--- config.mk ---
export PLATFORM = sky130hd
export DESIGN_NAME = bit_ring_window_reducer_unit
export DESIGN_NICKNAME = d
export VERILOG_FILES = /design/src/rtl/brwr_pkg.sv /design/src/rtl/brwr_ctrl.sv /design/src/rtl/brwr_datapath.sv /design/src/rtl/bit_ring_window_reducer_unit.sv
export SDC_FILE = /design/constraint.sdc
export NUM_CORES = 1
export LEC_CHECK = 0
export ABC_CLOCK_PERIOD_IN_PS = 6950
export BUFFER_PORTS_ARGS = -buffer_cell sky130_fd_sc_hd__buf_2
export CELL_PAD_IN_SITES_DETAIL_PLACEMENT = 1
export CELL_PAD_IN_SITES_GLOBAL_PLACEMENT = 1
export CORE_UTILIZATION = 49
export CTS_BUF_LIST = sky130_fd_sc_hd__clkbuf_4 sky130_fd_sc_hd__clkbuf_8 sky130_fd_sc_hd__clkbuf_16
export CTS_CLUSTER_SIZE = 8
export DETAILED_ROUTE_END_ITERATION = 6
export GPL_TIMING_DRIVEN = 0
export HOLD_SLACK_MARGIN = 0.06
export PLACE_DENSITY_LB_ADDON = 0.1
export SLEW_MARGIN = 15
export SYNTH_ARGS = -nofsm -noshare
export SYNTH_HDL_FRONTEND = slang
export SYNTH_SLANG_ARGS = --single-unit
--- constraint.sdc ---
create_clock -name aclk -period 6.95 [get_ports aclk]
set_clock_uncertainty 0.15 [all_clocks]
set_input_delay 0.3475 -clock aclk [delete_from_list [all_inputs] [get_ports aclk]]
set_output_delay 0.3475 -clock aclk [all_outputs]
set_load 0.05 [all_outputs]
--- src/rtl/brwr_pkg.sv ---
`default_nettype none
package brwr_pkg;

    // Default number of slots in the ring
    localparam int LEN_DEF = 16;

    // Packed stream widths (whole bytes)
    localparam int S_TDATA_W = 8;
    localparam int M_TDATA_W = 8;

    // Operation codes
    localparam logic [1:0] OP_WRITE  = 2'd0;
    localparam logic [1:0] OP_READ   = 2'd1;
    localparam logic [1:0] OP_REDUCE = 2'd2;

    // Reduction kinds
    localparam logic [1:0] RED_AND = 2'd0;
    localparam logic [1:0] RED_OR  = 2'd1;
    localparam logic [1:0] RED_XOR = 2'd2;
    localparam logic [1:0] RED_MAJ = 2'd3;

    // Controller states
    typedef enum logic [1:0] {
        ST_IDLE,
        ST_EXEC,
        ST_RESP
    } ctrl_state_t;

    // Controller to datapath commands
    typedef struct packed {
        logic capture;   // latch the incoming item
        logic execute;   // apply the latched item to the ring
    } dp_cmd_t;

endpackage
`default_nettype wire

--- src/rtl/brwr_ctrl.sv ---
`default_nettype none
module brwr_ctrl
    import brwr_pkg::*;
(
    input  wire logic    aclk,
    input  wire logic    aresetn,
    input  wire logic    s_tvalid,
    output logic         s_tready,
    output logic         m_tvalid,
    input  wire logic    m_tready,
    output dp_cmd_t      cmd
);

    ctrl_state_t state_reg;
    ctrl_state_t state_next;

    // State register
    always_ff @(posedge aclk) begin
        if (!aresetn) begin
            state_reg <= ST_IDLE;
        end else begin
            state_reg <= state_next;
        end
    end

    // Next state and commands
    always_comb begin
        state_next  = state_reg;
        s_tready    = 1'b0;
        m_tvalid    = 1'b0;
        cmd.capture = 1'b0;
        cmd.execute = 1'b0;
        case (state_reg)
            ST_IDLE: begin
                s_tready = 1'b1;
                if (s_tvalid) begin
                    cmd.capture = 1'b1;
                    state_next  = ST_EXEC;
                end
            end
            ST_EXEC: begin
                cmd.execute = 1'b1;
                state_next  = ST_RESP;
            end
            ST_RESP: begin
                m_tvalid = 1'b1;
                if (m_tready) begin
                    state_next = ST_IDLE;
                end
            end
            default: begin
                state_next = ST_IDLE;
            end
        endcase
    end

endmodule
`default_nettype wire

--- src/rtl/brwr_datapath.sv ---
`default_nettype none
module brwr_datapath
    import brwr_pkg::*;
#(
    parameter int LEN = LEN_DEF
) (
    input  wire logic       aclk,
    input  wire logic       aresetn,
    input  wire dp_cmd_t    cmd,
    input  wire logic [1:0] operation,
    input  wire logic       write_bit,
    input  wire logic [1:0] reduce_op,
    input  wire logic       cfg_we,
    input  wire logic       cfg_bit,
    output logic            result_bit,
    output logic            full_flag,
    output logic            empty_flag
);

    localparam int IDX_W = (LEN > 1) ? $clog2(LEN) : 1;
    localparam int CNT_W = $clog2(LEN + 1);
    localparam logic [IDX_W-1:0] LAST_IDX = IDX_W'(LEN - 1);
    localparam logic [CNT_W-1:0] CNT_ALL  = CNT_W'(LEN);
    localparam logic [CNT_W-1:0] CNT_HALF = CNT_W'(LEN / 2);

    logic [LEN-1:0]   store_reg, store_next;
    logic [IDX_W-1:0] head_reg, head_next;
    logic [IDX_W-1:0] tail_reg, tail_next;
    logic [CNT_W-1:0] count_reg, count_next;   // ones over all slots
    logic             overwrite_reg;

    // Latched item
    logic [1:0] op_reg;
    logic       bit_reg;
    logic [1:0] kind_reg;

    // Result holding register
    logic result_reg, result_next;
    logic full_reg, full_next;
    logic empty_reg, empty_next;

    function automatic logic [IDX_W-1:0] next_slot(input logic [IDX_W-1:0] i);
        return (i == LAST_IDX) ? '0 : i + 1'b1;
    endfunction

    logic is_full, ring_empty, old_bit, reduced;

    // Ring update for one operation
    always_comb begin
        is_full     = (next_slot(tail_reg) == head_reg);
        ring_empty  = (head_reg == tail_reg);
        old_bit     = store_reg[tail_reg];
        store_next  = store_reg;
        head_next   = head_reg;
        tail_next   = tail_reg;
        count_next  = count_reg;
        result_next = 1'b0;

        // Reductions come from the running ones count
        case (kind_reg)
            RED_AND: reduced = (count_reg == CNT_ALL);
            RED_OR:  reduced = (count_reg != '0);
            RED_XOR: reduced = count_reg[0];
            default: reduced = (count_reg > CNT_HALF);
        endcase

        case (op_reg)
            OP_WRITE: begin
                if (overwrite_reg || !is_full) begin
                    if (is_full) begin
                        head_next = next_slot(head_reg);
                    end
                    store_next[tail_reg] = bit_reg;
                    tail_next = next_slot(tail_reg);
                    if (bit_reg && !old_bit) begin
                        count_next = count_reg + 1'b1;
                    end else if (!bit_reg && old_bit) begin
                        count_next = count_reg - 1'b1;
                    end
                end
            end
            OP_READ: begin
                if (!ring_empty) begin
                    result_next = store_reg[head_reg];
                    head_next   = next_slot(head_reg);
                end
            end
            OP_REDUCE: begin
                result_next = (!overwrite_reg && ring_empty) ? 1'b0 : reduced;
            end
            default: begin
            end
        endcase

        full_next  = (next_slot(tail_next) == head_next);
        empty_next = (head_next == tail_next);
    end

    // Ring state and mode register
    always_ff @(posedge aclk) begin
        if (!aresetn) begin
            store_reg     <= '0;
            head_reg      <= '0;
            tail_reg      <= '0;
            count_reg     <= '0;
            overwrite_reg <= 1'b0;
        end else begin
            if (cfg_we) begin
                overwrite_reg <= cfg_bit;
            end
            if (cmd.execute) begin
                store_reg <= store_next;
                head_reg  <= head_next;
                tail_reg  <= tail_next;
                count_reg <= count_next;
            end
        end
    end

    // Item and result payload
    always_ff @(posedge aclk) begin
        if (cmd.capture) begin
            op_reg   <= operation;
            bit_reg  <= write_bit;
            kind_reg <= reduce_op;
        end
        if (cmd.execute) begin
            result_reg <= result_next;
            full_reg   <= full_next;
            empty_reg  <= empty_next;
        end
    end

    assign result_bit = result_reg;
    assign full_flag  = full_reg;
    assign empty_flag = empty_reg;

endmodule
`default_nettype wire

--- src/rtl/bit_ring_window_reducer_unit.sv ---
// Ring of LEN single-bit samples with a reducer over all slots.
// Input stream s_*: one transfer carries operation, write_bit and reduce_op.
// Result stream m_*: exactly one transfer per input item with result_bit,
//   full_flag (LEN-1 entries held) and empty_flag.
// Config channel cfg_*: one write sets overwrite_mode; cfg_ready is always
//   high. Write it only while no item is in flight.
// After the input transfer the controller passes through execute, and
//   m_tvalid rises in respond, where the result transfer can complete.
// The controller walks idle, execute and respond, one item at a time, so
//   it takes no new item until the result transfer completes.
// Reductions use a running count of ones kept beside the ring, so a reduce
//   costs no more than a write or read.
// Reset (aresetn low, synchronous) clears every slot, both indices, the
//   count and overwrite_mode, and drops any pending result.
// A stalled receiver holds the result and keeps s_tready low until the
//   result transfer completes.
`default_nettype none
module bit_ring_window_reducer_unit
    import brwr_pkg::*;
#(
    parameter int LEN = LEN_DEF
) (
    input  wire logic                 aclk,
    input  wire logic                 aresetn,
    input  wire logic                 s_tvalid,
    output logic                      s_tready,
    // [1:0] operation, [2] write_bit, [4:3] reduce_op, [7:5] zero
    input  wire logic [S_TDATA_W-1:0] s_tdata,
    output logic                      m_tvalid,
    input  wire logic                 m_tready,
    // [0] result_bit, [1] full_flag, [2] empty_flag, [7:3] zero
    output logic [M_TDATA_W-1:0]      m_tdata,
    input  wire logic                 cfg_valid,
    output logic                      cfg_ready,
    input  wire logic [0:0]           cfg_data
);

    dp_cmd_t cmd;
    logic    result_bit, full_flag, empty_flag;

    assign cfg_ready = 1'b1;

    brwr_ctrl u_ctrl (
        .aclk     (aclk),
        .aresetn  (aresetn),
        .s_tvalid (s_tvalid),
        .s_tready (s_tready),
        .m_tvalid (m_tvalid),
        .m_tready (m_tready),
        .cmd      (cmd)
    );

    brwr_datapath #(
        .LEN (LEN)
    ) u_datapath (
        .aclk       (aclk),
        .aresetn    (aresetn),
        .cmd        (cmd),
        .operation  (s_tdata[1:0]),
        .write_bit  (s_tdata[2]),
        .reduce_op  (s_tdata[4:3]),
        .cfg_we     (cfg_valid),
        .cfg_bit    (cfg_data[0]),
        .result_bit (result_bit),
        .full_flag  (full_flag),
        .empty_flag (empty_flag)
    );

    // Pack result fields, low bit first
    assign m_tdata = {{(M_TDATA_W-3){1'b0}}, empty_flag, full_flag, result_bit};

endmodule
`default_nettype wire
[Word-level counts from Yosys, hierarchy flattened]
Cells that the tools add are included.
Operators by class
  order comparisons: 4
  reduce and logical (&&, ||, !) cells: 17
  eq/ne operators: 16
  $add $sub $neg: 5
  multiplexer cells: 30
Operators with widths (count)
  $mux W4: 8
  $bwmux W16: 1
  $eq A4 B4 Y1: 4
  $add A4 B1 Y4 const B: 3
  $eq A4 B4 Y1 const B: 3
  $lt A4 B5 Y1 const B: 2
  $mux W1: 10
  $mux W5: 2
  $bmux W1 S4: 2
  $pmux W4 S2: 1
  $eq A2 B1 Y1 const B: 3
  $eq A2 B2 Y1 const B: 3
  $logic_not A2 Y1: 3
  $pmux W2 S3: 1
  $add A5 B1 Y5 const B: 1
  $eq A5 B5 Y1 const B: 1
  $gt A5 B4 Y1 const B: 1
  $reduce_bool A5 Y1: 1
  $sub A5 B1 Y5 const B: 1
  $demux W1 S4: 1
  $ge A4 B1 Y1 const B: 1
  $logic_and A1 B1 Y1: 4
  $logic_not A1 Y1: 4
  $mux W2: 2
  8 further kinds: 9
Storage, ports and cells
  output and inout bits: 11
  register bits after elaboration: 40

[Logic depth before layout (Yosys ltp)]
  depth in word-level cells: 10
  mapped depth: 16
  mapped depth without buffers: 15

[By module]
From an unflattened synthesis, not the netlist that was laid out.
Second synthesis, totals
  cells, all modules: 271
  area total of the unflattened synthesis: 2693.8 µm²
By module, submodules not included
  brwr_datapath: seq. area each 840.8 µm², cells an instance 251, area each 2526.2 µm², times used 1
  brwr_ctrl: seq. area each 40.0 µm², cells an instance 9, area each 92.6 µm², times used 1
  bit_ring_window_reducer_unit: seq. area each 0.0 µm², cells an instance 11, area each 75.1 µm², times used 1

[Worst setup path before layout]
No wires, ideal clock.
  path type: register to register
  start: register u_datapath.tail_reg[0]
  end: register u_datapath.full_reg, in the netlist u_datapath.full_flag, data pin
  path slack: 3.482 ns
  buffers on the path: 1
  library setup time: 0.170 ns
  stages on the path, launching flop included: 14
  data arrival time: 3.149 ns
  path through: dfxtp_1 > ha_1 > clkbuf_1 > xor3_1 > or4_4 > o21ai_0 > mux2_2 > ha_1 > inv_1 > a2111o_1 > o211ai_1 > mux2i_1 > xnor2_1 > nor4_2
Between the ends
  cells in the longest elaborated chain, start to end: 10
Ends and longest elaborated chain
  start: declaration: line brwr_datapath.sv:28  | logic [IDX_W-1:0] tail_reg, tail_next;
  start signal: assignment: line brwr_datapath.sv:114  | tail_reg <= tail_next;
  $add A4 B1 Y4 or $eq A4 B4 Y1 (tied branches): line brwr_datapath.sv:43  | return (i == LAST_IDX) ? '0 : i + 1'b1;
  $mux W4 *: line brwr_datapath.sv:43
  $eq A4 B4 Y1: line brwr_datapath.sv:50  | is_full = (next_slot(tail_reg) == head_reg);
  $logic_not A1 Y1: line brwr_datapath.sv:69  | if (overwrite_reg || !is_full) begin
  $logic_or A1 B1 Y1: line brwr_datapath.sv:69
  $mux W4 *: line brwr_datapath.sv:69
  $mux W4 *: line brwr_datapath.sv:67  | case (op_reg)
  via u_datapath.tail_next[1]: line brwr_datapath.sv:28
  $add A4 B1 Y4 or $eq A4 B4 Y1 (tied branches): line brwr_datapath.sv:43
  $mux W4 *: line brwr_datapath.sv:43
  $eq A4 B4 Y1 *: line brwr_datapath.sv:95  | full_next = (next_slot(tail_next) == head_next);
  via u_datapath.full_next: line brwr_datapath.sv:39  | logic full_reg, full_next;
  end signal: assignment: line brwr_datapath.sv:129  | full_reg <= full_next;
  end: declaration: line brwr_datapath.sv:39
The timed path passes the listed nets; every way through them passes the cells marked *.
A chain may end at the register's enable or synchronous reset.

[Worst setup path after layout]
Ends and elaborated chain as after synthesis.

==> summary.txt <==
Status
  – Status: complete, no violations

Routing
  – Initial drt markers: 62
  – Post-Route WL: 6930 µm
  – Number of vias in the routed layout: 2,277
  – TritonRoute pass-1 iters: 5
  – ANT nets after route: 0
  – Routed wire length per instance: 17.07 µm
  – Vias per inst: 5.608
  – DRC violations left: 0

Critical path
  – Worst R2R End: u_datapath.full_flag$_DFFE_PP_
  – Slowest stage cell, crit path: or4_4
  – Setup CP Type: reg2reg
  – Cell mode on critical path: ha_1
  – Reg2reg setup slack: 2870 ps
  – CP startpoint kind: register
  – CP Capture Type: register
  – Crit path buf inv count: 2
  – Critical Path RT: 6930 ps
  – Crit-path max cell delay: 580 ps
  – Critical Path, Cell by Cell: ha_1, clkbuf_1, xor3_1, or4_4, o21ai_0, mux2_2, ha_1, inv_1, a2111o_1, o211ai_1, mux2i_1, xnor2_1, nor4_2
  – Worst Path Arrival: 4060 ps
  – CP max FO: 8
  – Worst reg2reg path depth: 13
  – Top delay family on crit path: simple AND/OR/NAND/NOR gates
  – FF-to-FF Start: u_datapath.tail_reg[0]$_SDFFE_PN0P_

STA
  – Post-route minimum period: 4077 ps
  – Fin crit share: 58.67%
  – Fmax: 0.2453 GHz
  – Hold WS: 71.49 ps
  – RSZ-0062 raised after global routing: no
  – Count of final setup violators: 0
  – Fin. Hold Viols: 0
  – Pins Over Slew Limit: 0
  – Relative slew slack: 60.53%
  – Setup TNS: 0 ps
  – Worst-Margin Slew: 592.0 ps

Floorplanning
  – DIE AREA: 0.005979 mm²
  – Row Count: 27
  – Initial Util: 50.80%
  – Die Y: 77.33 µm
  – Ports: 25
  – Core region area: 0.005473 mm²
  – Chip Width: 77.33 µm

Place
  – I/O Buffers: 15
  – Gpl congestion: 0.8020
  – Placed cell count: 397
  – DP HPWL: 5196 µm
  – Placed cell areas: 0.002960 mm²

Layout
  – Area Overhead vs Synth: 9.991%
  – Non-Filler Instances: 406
  – ANT cells: 0
  – Nets: 361
  – FILL cells: 677
  – Post-route cell area: 0.003058 mm²
  – Layout cells sized above 1: 18.56%
  – Max reg flops: 16

Clock tree
  – Clock transition at path regs: 80 ps
  – Post-CTS Setup Inserts: 0
  – Num CTS Buffers: 5
  – CTS tree: built
  – Resized cells post-CTS: 0
  – H-tree level count: 2
  – Hold buffers post-CTS: 0
  – CTS Buffer Depth: 2
  – Clk root buf: clkbuf_8
  – Clock Latency Late Sink: 300 ps
  – Clock sink count: 40

Global routing
  – Initial antenna violation count: 0
  – Largest net degree at the start of global routing: 14
  – Number of global-route vias before repair: 2,306
  – GRT Total Usage: 25.52%
  – Total grt overflow: 0
  – First-pass GRT wire length: 11,670 µm

Power
  – Final Power: 501.4 µW
  – Pwr per Cell Area: 164.0 mW/mm²
  – Worst VDD drop: 0.1269 mV
  – Leak pwr: 0.001151 µW

Worst hold path
  – Hold endpoint: u_datapath.op_reg[0]$_DFFE_PP_
  – Worst hold stages: 1
  – Hold Path Class: in2reg
  – HP Start: s_tdata[0]

Logic synthesis
  – Post-Syn Instances: 306
  – Syn_area_per_cell: 9.086 µm²
  – Dominant synthesized flop cell: dfxtp_1
  – Post-synth cell types: 55
  – Number of synthesized flops with an enable pin: 8
  – Synthesized area: 0.002780 mm²
  – Seq/Total Area, Yosys: 31.68%
  – Async S/R FF share, synth: 0%
  – #FFs+latches synth: 40
  – Syn. warnings: 0

Run
  – Number of max-cap violations: 0
worst reg2reg max path: cells and delay by family (launching register included):
family	cells	cell delay [ps]
compound gates	3	720
xor+xnor	2	540
fa+ha+maj	2	420
buf+inv	2	480
flops	1	410
mux	2	360
simple gates	2	830
area by class of cell:
class                   count  area, µm²  area share [%]
clock buffers               6      76.32           2.496
well taps                  72      90.09           2.946
plain buffers              28      162.7           5.319
flip-flops and latches     40      880.8           28.81
repair buffers             16      85.08           2.782
clock inverters             2      11.26          0.3682
inverters                  14      52.55           1.718
multi-input cells         228       1699           55.56
synth_stat cells, types with 9 or more instances:
| cell | count | share of area (%) |
|---|---|---|
| a21oi_1 | 20 | 3.6 |
| buf_4 | 9 | 2.4 |
| dfxtp_1 | 32 | 23 |
| ha_1 | 13 | 5.9 |
| inv_1 | 13 | 1.8 |
| mux2i_1 | 12 | 4.3 |
| mux4_2 | 10 | 8.1 |
| nand2_1 | 27 | 3.6 |
| nor2_1 | 36 | 4.9 |
| o21ai_0 | 18 | 3.2 |
| xnor2_1 | 15 | 4.7 |
per-stage QoR:
step	worst slack [ps]	utilization, %
after detailed placement	2996	54.09
after floorplan	3482	-
after CTS	2890	55.69
final	2873	55.88
after global routing	2651	55.88
after global placement	3120	54.09
worst max path at each step:
stage | from | endpoint | slack, ps | depth (start not counted)
finish | u_datapath.tail_reg[0]$_SDFFE_PN0P_ | u_datapath.full_flag$_DFFE_PP_ | 2870 | 13
global route | u_datapath.tail_reg[0]$_SDFFE_PN0P_ | u_datapath.full_flag$_DFFE_PP_ | 2650 | 13
CTS | u_datapath.tail_reg[0]$_SDFFE_PN0P_ | u_datapath.full_flag$_DFFE_PP_ | 2890 | 13
detailed placement | u_datapath.tail_reg[0]$_SDFFE_PN0P_ | u_datapath.full_flag$_DFFE_PP_ | 3000 | 13
global placement | u_datapath.tail_reg[0]$_SDFFE_PN0P_ | u_datapath.full_flag$_DFFE_PP_ | 3120 | 13
floorplan | u_datapath.tail_reg[0]$_SDFFE_PN0P_ | u_datapath.full_flag$_DFFE_PP_ | 3480 | 13
cells in the final DEF (no fill, tap or decap), drive strengths merged, types with 2 or more instances in the layout:
cell type,synthesis,final
clkbuf,8,14
conb,2,6
mux2i,12,12
ha,13,13
nor4,3,3
o211ai,2,2
edfxtp,8,8
nor2b,5,5
nand3b,2,2
a211oi,8,8
a22oi,2,2
mux4,10,10
nand2b,2,2
a31oi,4,4
nand2,27,27
inv,14,15
xnor2,15,15
nor2,37,37
mux2,2,2
buf,20,35
a21oi,20,20
and4,2,2
a21o,3,3
nand3,2,2
or4,3,3
o211a,2,2
dfxtp,32,32
nor3,4,4
xor2,6,6
o21ai,18,18
and2,5,5
metal layers:
metal | up-vias | GRT usage (%) | routed length (µm)
met2 | 28 | 44.16 | 3510
met5 | - | 0 | 0
met1 | 1117 | 31.35 | 3070
met4 | 0 | 11.51 | 166
met3 | 14 | 3.333 | 183
li1 | 1118 | - | -
power by group:
group	internal (µW)	switching (µW)
combinational	33.3	56.8
sequential	244	5.77
clock	74.5	87.0
total	352	150
kinds of logic after synthesis:
kind of cell	after synthesis	share of synthesized area [%]
and+or+nand+nor	95	16.83
DFF	40	31.68
xor gates and xnor gates	22	7.471
other	2	0.2701
buffers and inverters	42	7.741
adders and majority gates	14	6.571
muxes	24	13.23
AOI/OAI and AO/OA	67	16.20
No activity file was read; power rests on OpenSTA's default activity.
